===== src/design/esft_pkg.sv =====
// ----------------------------------------------------------------------------
// esft_pkg
// types and constants shared by the escaped serial frame transmitter
// ----------------------------------------------------------------------------
package esft_pkg;

   localparam int CODE_W      = 8;
   localparam int LEN_W       = 12;
   localparam int KIND_W      = 3;
   localparam int CSR_IDX_W   = 2;
   localparam int REQ_DATA_W  = 24;
   localparam int RSP_DATA_W  = 16;
   localparam int MAX_PACKET_DEFAULT = 2048;

   localparam logic [CODE_W-1:0] ESCAPE_CODE_RST = 8'hDB;
   localparam logic [CODE_W-1:0] END_CODE_RST    = 8'hDE;
   localparam logic [CODE_W-1:0] ACK_CODE_RST    = 8'hDC;
   localparam logic [CODE_W-1:0] REQUEST_CODE_RST = 8'hDD;

   typedef enum logic [KIND_W-1:0] {
      KIND_TX_SLOT   = 3'd0,
      KIND_QUEUE_ACK = 3'd1,
      KIND_QUEUE_REQ = 3'd2,
      KIND_START     = 3'd3,
      KIND_ABORT     = 3'd4
   } req_kind_type;

   typedef enum logic [CSR_IDX_W-1:0] {
      CSR_ESCAPE_CODE  = 2'd0,
      CSR_END_CODE     = 2'd1,
      CSR_ACK_CODE     = 2'd2,
      CSR_REQUEST_CODE = 2'd3
   } csr_index_type;

   typedef struct packed {
      logic [CODE_W-1:0] escape_code;
      logic [CODE_W-1:0] end_code;
      logic [CODE_W-1:0] ack_code;
      logic [CODE_W-1:0] request_code;
   } cfg_type;

   typedef struct packed {
      logic              tx_valid;
      logic [CODE_W-1:0] tx_byte;
      logic              byte_taken;
      logic              packet_done;
      logic              busy_res;
   } result_type;

endpackage


===== src/design/esft_csr.sv =====
// ----------------------------------------------------------------------------
// esft_csr
// code registers written through the plain write port
// ----------------------------------------------------------------------------
module esft_csr (
   input  logic                              clock,
   input  logic                              reset,
   input  logic                              csr_we,
   input  logic [esft_pkg::CSR_IDX_W-1:0]    csr_index,
   input  logic [esft_pkg::CODE_W-1:0]       csr_wdata,
   output esft_pkg::cfg_type                 cfg
);
   import esft_pkg::*;

   cfg_type cfg_ff;
   cfg_type cfg_in;

   always_comb begin
      cfg_in = cfg_ff;
      if (csr_we) begin
         unique case (csr_index_type'(csr_index))
            CSR_ESCAPE_CODE:  cfg_in.escape_code  = csr_wdata;
            CSR_END_CODE:     cfg_in.end_code     = csr_wdata;
            CSR_ACK_CODE:     cfg_in.ack_code     = csr_wdata;
            CSR_REQUEST_CODE: cfg_in.request_code = csr_wdata;
            default:          cfg_in = cfg_ff;
         endcase
      end
   end

   always_ff @(posedge clock) begin
      if (reset) begin
         cfg_ff.escape_code  <= ESCAPE_CODE_RST;
         cfg_ff.end_code     <= END_CODE_RST;
         cfg_ff.ack_code     <= ACK_CODE_RST;
         cfg_ff.request_code <= REQUEST_CODE_RST;
      end else begin
         cfg_ff <= cfg_in;
      end
   end

   assign cfg = cfg_ff;

endmodule


===== src/design/esft_core.sv =====
// ----------------------------------------------------------------------------
// esft_core
// framing state, slot priority, escaping; one item per cycle on item_accept
// ----------------------------------------------------------------------------
module esft_core #(
   parameter int MaxPacket = esft_pkg::MAX_PACKET_DEFAULT
) (
   input  logic                              clock,
   input  logic                              reset,
   input  logic                              item_accept,
   input  logic [esft_pkg::KIND_W-1:0]       req_type,
   input  logic [esft_pkg::CODE_W-1:0]       data_byte,
   input  logic [esft_pkg::LEN_W-1:0]        packet_length,
   input  esft_pkg::cfg_type                 cfg,
   output esft_pkg::result_type              result
);
   import esft_pkg::*;

   // length cap: parameter limit, then the width of the byte counter
   localparam int LenMax = (1 << LEN_W) - 1;
   localparam int LenCap = (MaxPacket > LenMax) ? LenMax : MaxPacket;
   localparam logic [LEN_W-1:0] LEN_CAP = LEN_W'(LenCap);
   localparam logic [16:0]      MAX_PKT = 17'(MaxPacket);

   logic              escape_pending_ff, escape_pending_in;
   logic [CODE_W-1:0] escaped_value_ff,  escaped_value_in;
   logic              ack_pending_ff,    ack_pending_in;
   logic              request_pending_ff, request_pending_in;
   logic              sending_ff,        sending_in;
   logic [LEN_W-1:0]  bytes_left_ff,     bytes_left_in;

   logic              in_range;
   logic [LEN_W-1:0]  start_len;

   assign in_range = (data_byte >= cfg.escape_code) && (data_byte <= cfg.end_code);
   assign start_len = ({5'b0, packet_length} > MAX_PKT) ? LEN_CAP :
                      ((packet_length > LEN_CAP) ? LEN_CAP : packet_length);

   always_comb begin
      escape_pending_in  = escape_pending_ff;
      escaped_value_in   = escaped_value_ff;
      ack_pending_in     = ack_pending_ff;
      request_pending_in = request_pending_ff;
      sending_in         = sending_ff;
      bytes_left_in      = bytes_left_ff;
      result             = '0;

      unique case (req_kind_type'(req_type))
         KIND_TX_SLOT: begin
            if (escape_pending_ff) begin
               result.tx_valid   = 1'b1;
               result.tx_byte    = escaped_value_ff;
               escape_pending_in = 1'b0;
               if (bytes_left_ff != '0) begin
                  bytes_left_in = bytes_left_ff - LEN_W'(1);
               end
            end else if (ack_pending_ff) begin
               result.tx_valid = 1'b1;
               result.tx_byte  = cfg.ack_code;
               ack_pending_in  = 1'b0;
            end else if (request_pending_ff) begin
               result.tx_valid    = 1'b1;
               result.tx_byte     = cfg.request_code;
               request_pending_in = 1'b0;
            end else if (sending_ff) begin
               result.tx_valid = 1'b1;
               if (bytes_left_ff == '0) begin
                  // packet used up: close the frame
                  result.tx_byte     = cfg.end_code;
                  result.packet_done = 1'b1;
                  sending_in         = 1'b0;
               end else if (in_range) begin
                  result.tx_byte    = cfg.escape_code;
                  result.byte_taken = 1'b1;
                  escape_pending_in = 1'b1;
                  escaped_value_in  = data_byte - cfg.escape_code;
               end else begin
                  result.tx_byte    = data_byte;
                  result.byte_taken = 1'b1;
                  bytes_left_in     = bytes_left_ff - LEN_W'(1);
               end
            end
         end
         KIND_QUEUE_ACK: ack_pending_in = 1'b1;
         KIND_QUEUE_REQ: request_pending_in = 1'b1;
         KIND_START: begin
            bytes_left_in = start_len;
            sending_in    = 1'b1;
         end
         KIND_ABORT: begin
            sending_in    = 1'b0;
            bytes_left_in = '0;
         end
         default: ;
      endcase

      result.busy_res = sending_in;
   end

   always_ff @(posedge clock) begin
      if (reset) begin
         escape_pending_ff  <= 1'b0;
         escaped_value_ff   <= '0;
         ack_pending_ff     <= 1'b0;
         request_pending_ff <= 1'b0;
         sending_ff         <= 1'b0;
         bytes_left_ff      <= '0;
      end else if (item_accept) begin
         escape_pending_ff  <= escape_pending_in;
         escaped_value_ff   <= escaped_value_in;
         ack_pending_ff     <= ack_pending_in;
         request_pending_ff <= request_pending_in;
         sending_ff         <= sending_in;
         bytes_left_ff      <= bytes_left_in;
      end
   end

endmodule


===== src/design/escaped_serial_frame_transmitter_unit.sv =====
// ----------------------------------------------------------------------------
// escaped_serial_frame_transmitter_unit
// byte-stuffing frame transmitter: one result transaction per request
// ----------------------------------------------------------------------------
//   channel | dir | handshake            | payload
//   req_    | in  | tvalid/tready        | tuser: kind, tdata: byte, length
//   rsp_    | out | tvalid/tready, tlast | tdata: slot result, tlast: done
//   csr_    | in  | we, no wait          | index, wdata (code registers)
//
// one request transaction per cycle while req_tready is high; the result appears in the
// cycle after acceptance, set by the single result register after the slot logic.
// reset (synchronous, active high) clears the framing state, empties the
// result register and loads the default codes.
// a stalled result holds req_tready low only while the result register is
// full and rsp_tready is low; draining and refilling happen in the same cycle.
module escaped_serial_frame_transmitter_unit #(
   parameter int MaxPacket = esft_pkg::MAX_PACKET_DEFAULT
) (
   input  logic                               clock,
   input  logic                               reset,
   // request channel
   input  logic                               req_tvalid,
   output logic                               req_tready,
   input  logic [esft_pkg::REQ_DATA_W-1:0]    req_tdata,  // data_byte, packet_length, pad
   input  logic [esft_pkg::KIND_W-1:0]        req_tuser,  // req_type
   // result channel
   output logic                               rsp_tvalid,
   input  logic                               rsp_tready,
   output logic [esft_pkg::RSP_DATA_W-1:0]    rsp_tdata,  // tx_valid, tx_byte, byte_taken,
                                                          // busy_res, pad
   output logic                               rsp_tlast,  // packet_done
   // configuration write port
   input  logic                               csr_we,
   input  logic [esft_pkg::CSR_IDX_W-1:0]     csr_index,
   input  logic [esft_pkg::CODE_W-1:0]        csr_wdata
);
   import esft_pkg::*;

   cfg_type    cfg;
   result_type result;
   result_type rsp_data_ff;
   logic       rsp_valid_ff, rsp_valid_in;
   logic       req_accept;

   // take a new request whenever the result register is empty or draining
   assign req_tready = !rsp_valid_ff || rsp_tready;
   assign req_accept = req_tvalid && req_tready;

   esft_csr u_csr (
      .clock     (clock),
      .reset     (reset),
      .csr_we    (csr_we),
      .csr_index (csr_index),
      .csr_wdata (csr_wdata),
      .cfg       (cfg)
   );

   esft_core #(
      .MaxPacket (MaxPacket)
   ) u_core (
      .clock         (clock),
      .reset         (reset),
      .item_accept   (req_accept),
      .req_type      (req_tuser),
      .data_byte     (req_tdata[CODE_W-1:0]),
      .packet_length (req_tdata[CODE_W+LEN_W-1:CODE_W]),
      .cfg           (cfg),
      .result        (result)
   );

   // result register
   always_comb begin
      rsp_valid_in = rsp_valid_ff;
      if (req_accept) begin
         rsp_valid_in = 1'b1;
      end else if (rsp_tready) begin
         rsp_valid_in = 1'b0;
      end
   end

   always_ff @(posedge clock) begin
      if (reset) begin
         rsp_valid_ff <= 1'b0;
      end else begin
         rsp_valid_ff <= rsp_valid_in;
      end
   end

   // payload, no reset needed
   always_ff @(posedge clock) begin
      if (req_accept) begin
         rsp_data_ff <= result;
      end
   end

   assign rsp_tvalid = rsp_valid_ff;
   assign rsp_tlast  = rsp_data_ff.packet_done;
   assign rsp_tdata  = {5'b0,
                        rsp_data_ff.busy_res,
                        rsp_data_ff.byte_taken,
                        rsp_data_ff.tx_byte,
                        rsp_data_ff.tx_valid};

endmodule


===== config.mk =====
export PLATFORM = sky130hd
export DESIGN_NAME = escaped_serial_frame_transmitter_unit
export DESIGN_NICKNAME = d
export VERILOG_FILES = /design/src/design/esft_pkg.sv /design/src/design/esft_csr.sv /design/src/design/esft_core.sv /design/src/design/escaped_serial_frame_transmitter_unit.sv
export SDC_FILE = /design/constraint.sdc
export NUM_CORES = 1
export LEC_CHECK = 0
export ABC_AREA = 1
export BUFFER_PORTS_ARGS = -buffer_cell sky130_fd_sc_hd__buf_2
export CAP_MARGIN = 10
export CORE_MARGIN = 8
export CORE_UTILIZATION = 50
export DETAILED_ROUTE_END_ITERATION = 8
export GPL_TIMING_DRIVEN = 0
export PLACE_DENSITY = 0.76
export SLEW_MARGIN = 10
export SYNTH_ARGS = -nofsm -noshare
export SYNTH_HDL_FRONTEND = slang
export SYNTH_HIERARCHICAL = 1
export SYNTH_SLANG_ARGS = --single-unit

===== constraint.sdc =====
create_clock -name clock -period 5 [get_ports clock]
set_input_delay 0.5 -clock clock [delete_from_list [all_inputs] [get_ports clock]]
set_output_delay 0.5 -clock clock [all_outputs]
set_load 0.005 [all_outputs]

---- After elaboration in Yosys (flattened, before gate mapping) ----
Index checks and enable logic that the tools add are counted.
word-level totals
  bits in registers ....................... 69
  input port bits ......................... 42
  output and inout bits ................... 19
  logic and storage cells ................. 103
operators by class
  add/subtract/negate cells ............... 2
  magnitude comparators ................... 4
  equal/unequal tests ..................... 15
  muxes and demuxes ....................... 37
  bitwise logic cells ..................... 6
  reductions and logical operators ........ 23
operators by type and width
  kind                     count
  $mux W12                 9
  $mux W9                  4
  $pmux W12 S3             1
  $gt A12 B12 Y1 const B   2
  $mux W1                  18
  $reduce_and A8 Y1        2
  $logic_not A12 Y1        1
  $ne A3 B2 Y1 const B     4
  $reduce_bool A12 Y1      1
  $sub A12 B1 Y12 const B  1
  $mux W11                 1
  $reduce_and A2 Y1        5
  $ge A8 B8 Y1             1
  $le A8 B8 Y1             1
  $mux W8                  1
  $sub A8 B8 Y8            1
  $eq A3 B2 Y1 const B     2
  $not A1 Y1               6
  $reduce_bool A2 Y1       3
  $reduce_or A6 Y1         1
  $reduce_or A5 Y1         1
  $eq A2 B2 Y1 const B     2
  $ne A2 B2 Y1 const B     2
  $pmux W1 S2              2
  other kinds (14)         15

---- Longest topological paths before layout ----
Gate-level depths: netlist (run 1).
  word-level depth ........................ 9
  mapped depth ............................ 18
  depth with buffers taken out ............ 17

---- Cells and area by module ----
Netlist (run 1), hierarchy kept.
by module, submodules not included
  module                                 instances  cells each  area an instance (um^2)  seq. area each (um^2)
  esft_core                              1          442         2631.3                   480.5
  esft_csr                               1          167         1296.2                   640.6
  escaped_serial_frame_transmitter_unit  1          24          449.2                    380.4

---- Least setup slack after synthesis (run 1) ----
OpenSTA, ideal clock, no wires.
  kind .................................... input port to flip-flop
  start ................................... input port req_tvalid
  end ..................................... register u_core.bytes_left_ff[5]
  library setup time ...................... 0.113 ns
  data arrival time ....................... 2.338 ns
  data required time ...................... 4.887 ns
  setup slack ............................. 2.550 ns
  cell stages on the path ................. 10
  path buffers ............................ 1
  path through ............................ inv_1 > a21oi_1 > inv_1 > a21oi_1 > o21ai_2 > inv_2 > nand3_4 > buf_6 > nor2_1 > nor2_1
between the ends
  longest elaborated chain between the ends .. 2
ends and longest elaborated chain
  what                         RTL line                                     text
  from (decl)                  escaped_serial_frame_transmitter_unit.sv:22  input logic req_tvalid,
  $logic_and A1 B1 Y1          escaped_serial_frame_transmitter_unit.sv:47  assign req_accept = req_tvalid && req_tready;
  net req_accept               escaped_serial_frame_transmitter_unit.sv:43  logic req_accept;
  $reduce_and A8 Y1 (no line)  n/a
  to (signal assigned)         esft_core.sv:114                             bytes_left_ff <= bytes_left_in;
  to (decl)                    esft_core.sv:30                              logic [LEN_W-1:0] bytes_left_ff, bytes_left_in;
The timed path passes the listed nets, and every way through them passes these cells.
A chain may end at the register's enable or synchronous reset.

---- Final worst setup path (run 1) ----
  start ................................... register rsp_valid_ff, in the netlist rsp_tvalid
  end ..................................... register u_core.bytes_left_ff[2]
between the ends
  longest elaborated chain between the ends .. 4
ends and longest elaborated chain
  what                         RTL line                                     text
  from (decl)                  escaped_serial_frame_transmitter_unit.sv:42  logic rsp_valid_ff, rsp_valid_in;
  from (signal assigned)       escaped_serial_frame_transmitter_unit.sv:85  rsp_valid_ff <= rsp_valid_in;
  $logic_not A1 Y1             escaped_serial_frame_transmitter_unit.sv:46  assign req_tready = !rsp_valid_ff || rsp_tready;
  $logic_or A1 B1 Y1           escaped_serial_frame_transmitter_unit.sv:46
  $logic_and A1 B1 Y1          escaped_serial_frame_transmitter_unit.sv:47
  net req_accept               escaped_serial_frame_transmitter_unit.sv:43
  $reduce_and A8 Y1 (no line)  n/a
The timed path passes the listed nets, and every way through them passes these cells.

==> reports/qor.txt, run 1 <==
status -> complete, no violations
Worst Skew -> 0.00962 ns
mean area per synthesized cell -> 6.91 sq um
internal power -> 0.955 mW
CP Max Fanout -> 14
Ports -> 61
register area share after synthesis -> 34.3%
Startpoint Class -> flip-flop
Setup crit end kind -> flip-flop
Placed Instances -> 795
Vias -> 4,370
CP max-delay cell -> a21oi_2
routability congestion estimate -> 0.931
Syn. warnings -> 6
Initial Util -> 50.9%
Fillers -> 831
Num CTS Buffers -> 9
gr usage total -> 20.3%
CTS tree -> built
crit path DAT -> 2.69 ns
Sw Ratio -> 31.8%
Iteration-0 DRC Markers -> 328
H-tree levels -> 3
Async SR Flop Fraction -> 0%
global-route wire length before repair -> 19,300 microns
CTS Hold Bufs -> 0
IO buf count -> 50
Slew Limit Fails -> 0
Finish-stage setup viols -> 0
RSZ-0062 raised after global routing -> no
drt total wl -> 11,800 microns
Core Area -> 8590 sq um
# DRC -> 0
kind of critical path -> reg2reg
CP startpoint -> rsp_tvalid$_SDFFE_PP0P_
Rows -> 34
n_diodes -> 0
crit path time final -> 2.40 ns
Tcrit/Tclk final -> 48.1%
CP max stage delay -> 0.74 ns
Yosys reg bits -> 69
setup TNS -> 0 ns
post-CTS sizing -> 0
most frequent cell after synthesis -> nand2_1
Hold Vio Cnt, Final -> 0
Non-Filler Instances -> 811
Max VDD drop -> 0.267 mV
worst hold path type -> in2reg
Clk network pwr share -> 33.3%
WHS -> 0.425 ns
hpwl dp -> 9220 microns
maxcap violations -> 0
share of layout cells above drive strength 1 -> 17.8%
Crit path top cell by count -> inv_2
Wirelength per Cell -> 14.6 microns
Leakage Power -> 2.58 nW
synth unique cells -> 41
largest net degree at the start of global routing -> 15
final core utilization -> 58.0%
Cells after Synth -> 633
vias in the first global route -> 4,111
Post-synth top cells -> nand2_1, inv_1, nor2_1, dfxtp_1, nand3_1
Die Height -> 110 microns
GRT overflow -> 0
top cell type's share of synthesized area -> 26.1%
CTS Buffer Depth -> 2
DRT Pass-1 Iters -> 5
Psw -> 0.446 mW
CP Data Required Time -> 5.29 ns
hold path start -> rsp_tready
power density cells -> 281 nW/um^2
initial antenna violation count -> 0
top cells by area, synth -> dfxtp_1, nand2_1, edfxtp_1
Post-synth EDFFs -> 12
Synth-to-Final Area Change -> 13.8%
Cell Area, Synth -> 4380 sq um
Reg power frac -> 43.9%
post-route ant nets -> 0
Main synth FF type -> dfxtp_1
Worst R2R Start -> rsp_tvalid$_SDFFE_PP0P_
Die Wd -> 110 microns
Worst-path clk slew -> 0.08 ns
logic gate share of total power -> 22.9%
Rel. slew slack -> 34.9%
Fmax -> 416 MHz
worst skew pair latency -> 0.34 ns
worst slew pin tran -> 0.976 ns
setup bufs post-CTS -> 0
area leader, netlist -> dfxtp_1
clock sinks -> 69
Via density -> 5.39
crit-path cells -> a21oi_2 > inv_1 > a21oi_1 > o21ai_2 > inv_2 > nand3_4 > buf_6 > nand2_1 > inv_2 > nor2_2
root buf cell -> clkbuf_8
die area -> 12,000 sq um
fin nets -> 758
-- power groups by stage --
stage	logic [mW]	registers [mW]	clock network, mW
after CTS	0.316	0.614	0.477
after global routing	0.359	0.617	0.507
after detailed placement	0.314	0.627	0
after floorplan	0.230	0.621	0
final	0.320	0.614	0.466
after global placement	0.303	0.626	0
-- state kept, by name, indices dropped and copies added, names as in the netlist --
signal                     count
rsp_tlast                      1
u_core/ack_pending_ff          1
u_core/sending_ff              1
u_core/request_pending_ff      1
rsp_tdata                     11
u_core/escape_pending_ff       1
u_csr/cfg                     32
u_core/escaped_value_ff        8
rsp_tvalid                     1
u_core/bytes_left_ff          12
-- area by class of cell --
type	count	area [sq um]	share of cell area [%]
multi-input combinational	437	2300	46.2
sequential	69	1500	30.1
inverter	106	408	8.19
timing repair buffer	50	250	5.02
buffer	25	186	3.74
clock buffer	11	141	2.84
tap	108	135	2.71
clock inverter	5	58.8	1.18
-- path summary, 6_finish.rpt --
check	endpoint	cells past startpoint	slack, ns
setup / recovery	u_core/bytes_left_ff[2]$_SDFFE_PP0P_	10	2.60
hold / removal	rsp_tvalid$_SDFFE_PP0P_	4	0.43
setup reg to reg	u_core/bytes_left_ff[2]$_SDFFE_PP0P_	10	2.60
hold reg to reg	u_csr/cfg[31]$_SDFFE_PP1P_	2	0.47
-- metal layers --
metal | track usage [%] | wire length [microns]
met2 | 32.8 | 5390
met1 | 26.8 | 5350
met5 | 0 | 0
met4 | 5.88 | 199
met3 | 4.28 | 886
-- kinds of logic after synthesis --
kind of cell	count (synthesis)	synth area share, %
AO/OA/AOI/OAI	82	11.0
buffers and inverters	131	13.6
other	1	0.0857
flip-flops	69	34.3
AND/OR/NAND/NOR	324	34.1
XOR/XNOR	8	1.60
adder cells (fa/ha/maj)	18	5.32
-- worst max-delay path, delay by kind of cell (launching register included) --
family	cells	cell delay, ns
simple gates	3	0.31
compound gates	3	1.04
flops	1	0.35
buf+inv	4	0.65
-- per-stage QoR --
step | area (sq um) | power [mW] | worst slack [ns]
after floorplan | 4390 | 0.851 | 2.55
after global placement | 4780 | 0.929 | 1.91
after detailed placement | 4780 | 0.940 | 2.31
after CTS | 4980 | 1.41 | 2.59
after global routing | 4980 | 1.48 | 2.30
final | 4980 | 1.40 | 2.60
-- placed cells by master, fill, tap and decap left out, types with 2 or more instances in the layout --
cell / instances
inv_2: 9
nand2_4: 2
nand2_1: 144
nand2_2: 8
xor2_1: 7
o21ai_0: 14
dfxtp_1: 57
nor3_1: 4
nand4_1: 29
ha_1: 17
a31oi_1: 9
nor2_4: 2
clkbuf_8: 10
edfxtp_1: 12
clkbuf_1: 5
nand3_4: 3
buf_4: 9
o21ai_1: 7
conb_1: 5
buf_2: 55
a21oi_2: 3
a21o_1: 3
o221ai_1: 7
nand3_2: 2
buf_6: 7
nand3_1: 49
inv_1: 94
nor2_1: 72
clkinvlp_4: 2
a22oi_1: 3
a21oi_1: 33
nor2_2: 6
Note: power is estimated with default switching activity, not from simulation.
==> run 2, diff against run 1 <==
- PLACE_DENSITY: 0.76 -> 0.79
- clock period: 5 -> 2.2 ns (I/O delays scaled with it)
==> run 2 against run 1 <==
Effect of this change: core utilization rose by 3.1 points; global-route usage fell by 0.63 points; first-iteration DRC count rose by 16%; final cell count rose by 1.5%; via count rose by 2.8%; hold slack got worse by 0.28 ns; critical path type unchanged; combinational power rose to 2.5 times the previous value; routed wire length rose by 3.9%; the run now ends with negative setup slack left; clock-buffer cell count did not move.
==> reports/qor.txt, run 2 (synthesized netlist as in run 1, its figures left out) <==
Initial Util -> 50.9% (unchanged)
Slew Limit Fails -> 0 (unchanged)
vias in the first global route -> 4,059 (-1.3%)
Synth-to-Final Area Change -> 19.8%
Tcrit/Tclk final -> 102% (+54 points)
status -> complete, but fails checks
CP Data Required Time -> 2.30 ns (-2.99 ns)
worst setup margin -> -0.0503 ns (-2.65 ns)
global-route wire length before repair -> 18,800 microns (-2.9%)
DRT Pass-1 Iters -> 8 (+3)
CTS tree -> built
Max VDD drop -> 0.332 mV (+24%)
Sequential Area -> 1510 sq um (+0.33%)
Leakage Power -> 2.68 nW (+3.8%)
maxcap violations -> 0 (unchanged)
crit path DAT -> 2.35 ns (-0.34 ns)
most frequent cells in the layout -> nand2_1, inv_1, nor2_1
WHS -> 0.144 ns (-0.281 ns)
Worst-path clk slew -> 0.08 ns (about the same)
CTS Buffer Depth -> 2 (unchanged)
H-tree levels -> 3 (unchanged)
# DRC -> 0 (unchanged)
worst hold path type -> in2reg
max reg flops -> 32 (unchanged)
crit-path cells -> ha_4 > fa_2 > nor2_4 > nor2_4 > o21ai_1 > nand2_1 > nand2_2 > nand2_4 > buf_8 > or2_0 > nand2_1 > a31oi_2
Rows -> 34 (unchanged)
largest net degree at the start of global routing -> 15 (unchanged)
Startpoint Class -> flip-flop
failing checks -> negative setup slack
CTS Hold Bufs -> 0 (unchanged)
drt total wl -> 12,300 microns (+3.9%)
hpwl dp -> 9150 microns (-0.70%)
Clk network pwr share -> 32.4% (-0.9 points)
CP max stage delay -> 0.37 ns (-0.37 ns)
Finish-stage setup viols -> 7 (+7)
Post-Place Setup Slack -> -0.194 ns (-2.50 ns)
RSZ-0062 raised after global routing -> yes
IO buf count -> 50 (unchanged)
Sw Ratio -> 31.9% (+0.064 points)
post-route ant nets -> 0 (unchanged)
fin nets -> 770 (+1.6%)
Vias -> 4,492 (+2.8%)
Die Wd -> 110 microns (unchanged)
die area -> 12,000 sq um (unchanged)
routability congestion estimate -> 0.902 (-3.1%)
worst skew pair latency -> 0.36 ns (+0.02 ns)
n_diodes -> 0 (unchanged)
crit-path leading delay family -> simple AND/OR/NAND/NOR gates
root buf cell -> clkbuf_8
design area -> 5250 sq um (+5.3%)
Multi-input gate area -> 2410 sq um (+5.0%)
clock sinks -> 69 (unchanged)
initial antenna violation count -> 0 (unchanged)
Non-Filler Instances -> 823 (+1.5%)
Core Area -> 8590 sq um (unchanged)
Fillers -> 778 (-6.4%)
kind of critical path -> reg2reg
Iteration-0 DRC Markers -> 381 (+16%)
Num CTS Buffers -> 9 (unchanged)
Worst Skew -> 0.0110 ns (+0.00143 ns)
Psw -> 1.04 mW (+130%)
Placed Area -> 4780 sq um (unchanged)
Placed Instances -> 795 (unchanged)
Via density -> 5.46 (+1.3%)
Setup crit end kind -> flip-flop
internal power -> 2.22 mW (+130%)
CP Max Fanout -> 5 (-9)
share of layout cells above drive strength 1 -> 22.0% (+4.2 points)
Reg power frac -> 42.9% (-1.0 points)
gr usage total -> 19.7% (-0.63 points)
Die Height -> 110 microns (unchanged)
CP max-delay cell -> fa_2
final core utilization -> 61.0% (+3.1 points)
Fmax -> 444 MHz (+6.9%)
WP buf/inv -> 1 (-3)
Hold Vio Cnt, Final -> 0 (unchanged)
power density cells -> 621 nW/um^2 (+120%)
crit path time final -> 2.25 ns (-0.154 ns)
logic gate share of total power -> 24.7% (+1.8 points)
Ports -> 61 (unchanged)
most common cell after layout, fill and taps aside -> nand2_1
GRT overflow -> 0 (unchanged)
Wirelength per Cell -> 14.9 microns (+2.4%)
run 2: cell count changes in the layout (fill, tap and decap cells not counted), sizes merged:
cell	change
buf	+10
clkbuf	+2
clkinvlp	-1
inv	+1
run 2: layout make-up:
| type | count | area share, % |
|---|---|---|
| Sequential cell | 69 | 28.7 |
| Inverter | 106 | 7.78 |
| Tap cell | 108 | 2.58 |
| Multi-Input combinational cell | 437 | 46.0 |
| Clock buffer | 11 | 2.70 |
| Buffer | 25 | 3.70 |
| Timing Repair Buffer | 62 | 7.40 |
| Clock inverter | 5 | 1.10 |
run 2: worst min-delay path: stages:
cell and delay, ns:
buf_2 0.08, inv_2 0.04, nand2_2 0.06, a21oi_2 0.04
run 2: routing by layer:
layer / global-route usage, % / routed length (microns)
met1: 25.7 / 5180
met2: 31.8 / 5720
met3: 3.40 / 1210
met4: 7.62 / 172
met5: 0 / 0
run 2: final timing paths:
check | from | end | slack (ns) | cells past startpoint
worst max-delay path | u_csr/cfg[24]$_SDFFE_PP1P_ | rsp_tdata[1]$_DFFE_PP_ | -0.05 | 12
worst min-delay path | rsp_tready | rsp_tvalid$_SDFFE_PP0P_ | 0.14 | 4
worst max register to register | u_csr/cfg[24]$_SDFFE_PP1P_ | rsp_tdata[1]$_DFFE_PP_ | -0.05 | 12
worst min register to register | u_core/escaped_value_ff[6]$_SDFFE_PP0P_ | u_core/escaped_value_ff[6]$_SDFFE_PP0P_ | 0.46 | 2
run 2: power by group through the flow:
| stage | Combinational (mW) | Sequential (mW) | Clock [mW] |
|---|---|---|---|
| finish | 0.805 | 1.40 | 1.06 |
| global route | 0.891 | 1.41 | 1.12 |
| CTS | 0.720 | 1.40 | 1.07 |
| detailed placement | 0.708 | 1.42 | 0 |
| global placement | 0.686 | 1.42 | 0 |
| floorplan | 0.523 | 1.41 | 0 |
run 2: repair_timing:
action                     CTS  global route
cloned                       0             2
pin swaps                    1             7
resized for setup            4            23
hold endpoints to repair     0             0
setup buffers                1             9
setup endpoints to repair   27            25
run 2: stage by stage:
step / TNS (ns) / total power, mW
2_1_floorplan: 0 / 1.93
3_3_place_gp: -1.41 / 2.11
3_5_place_dp: -2.86 / 2.13
4_1_cts: 0 / 3.19
5_1_grt: -2.31 / 3.42
6_report: -0.133 / 3.26
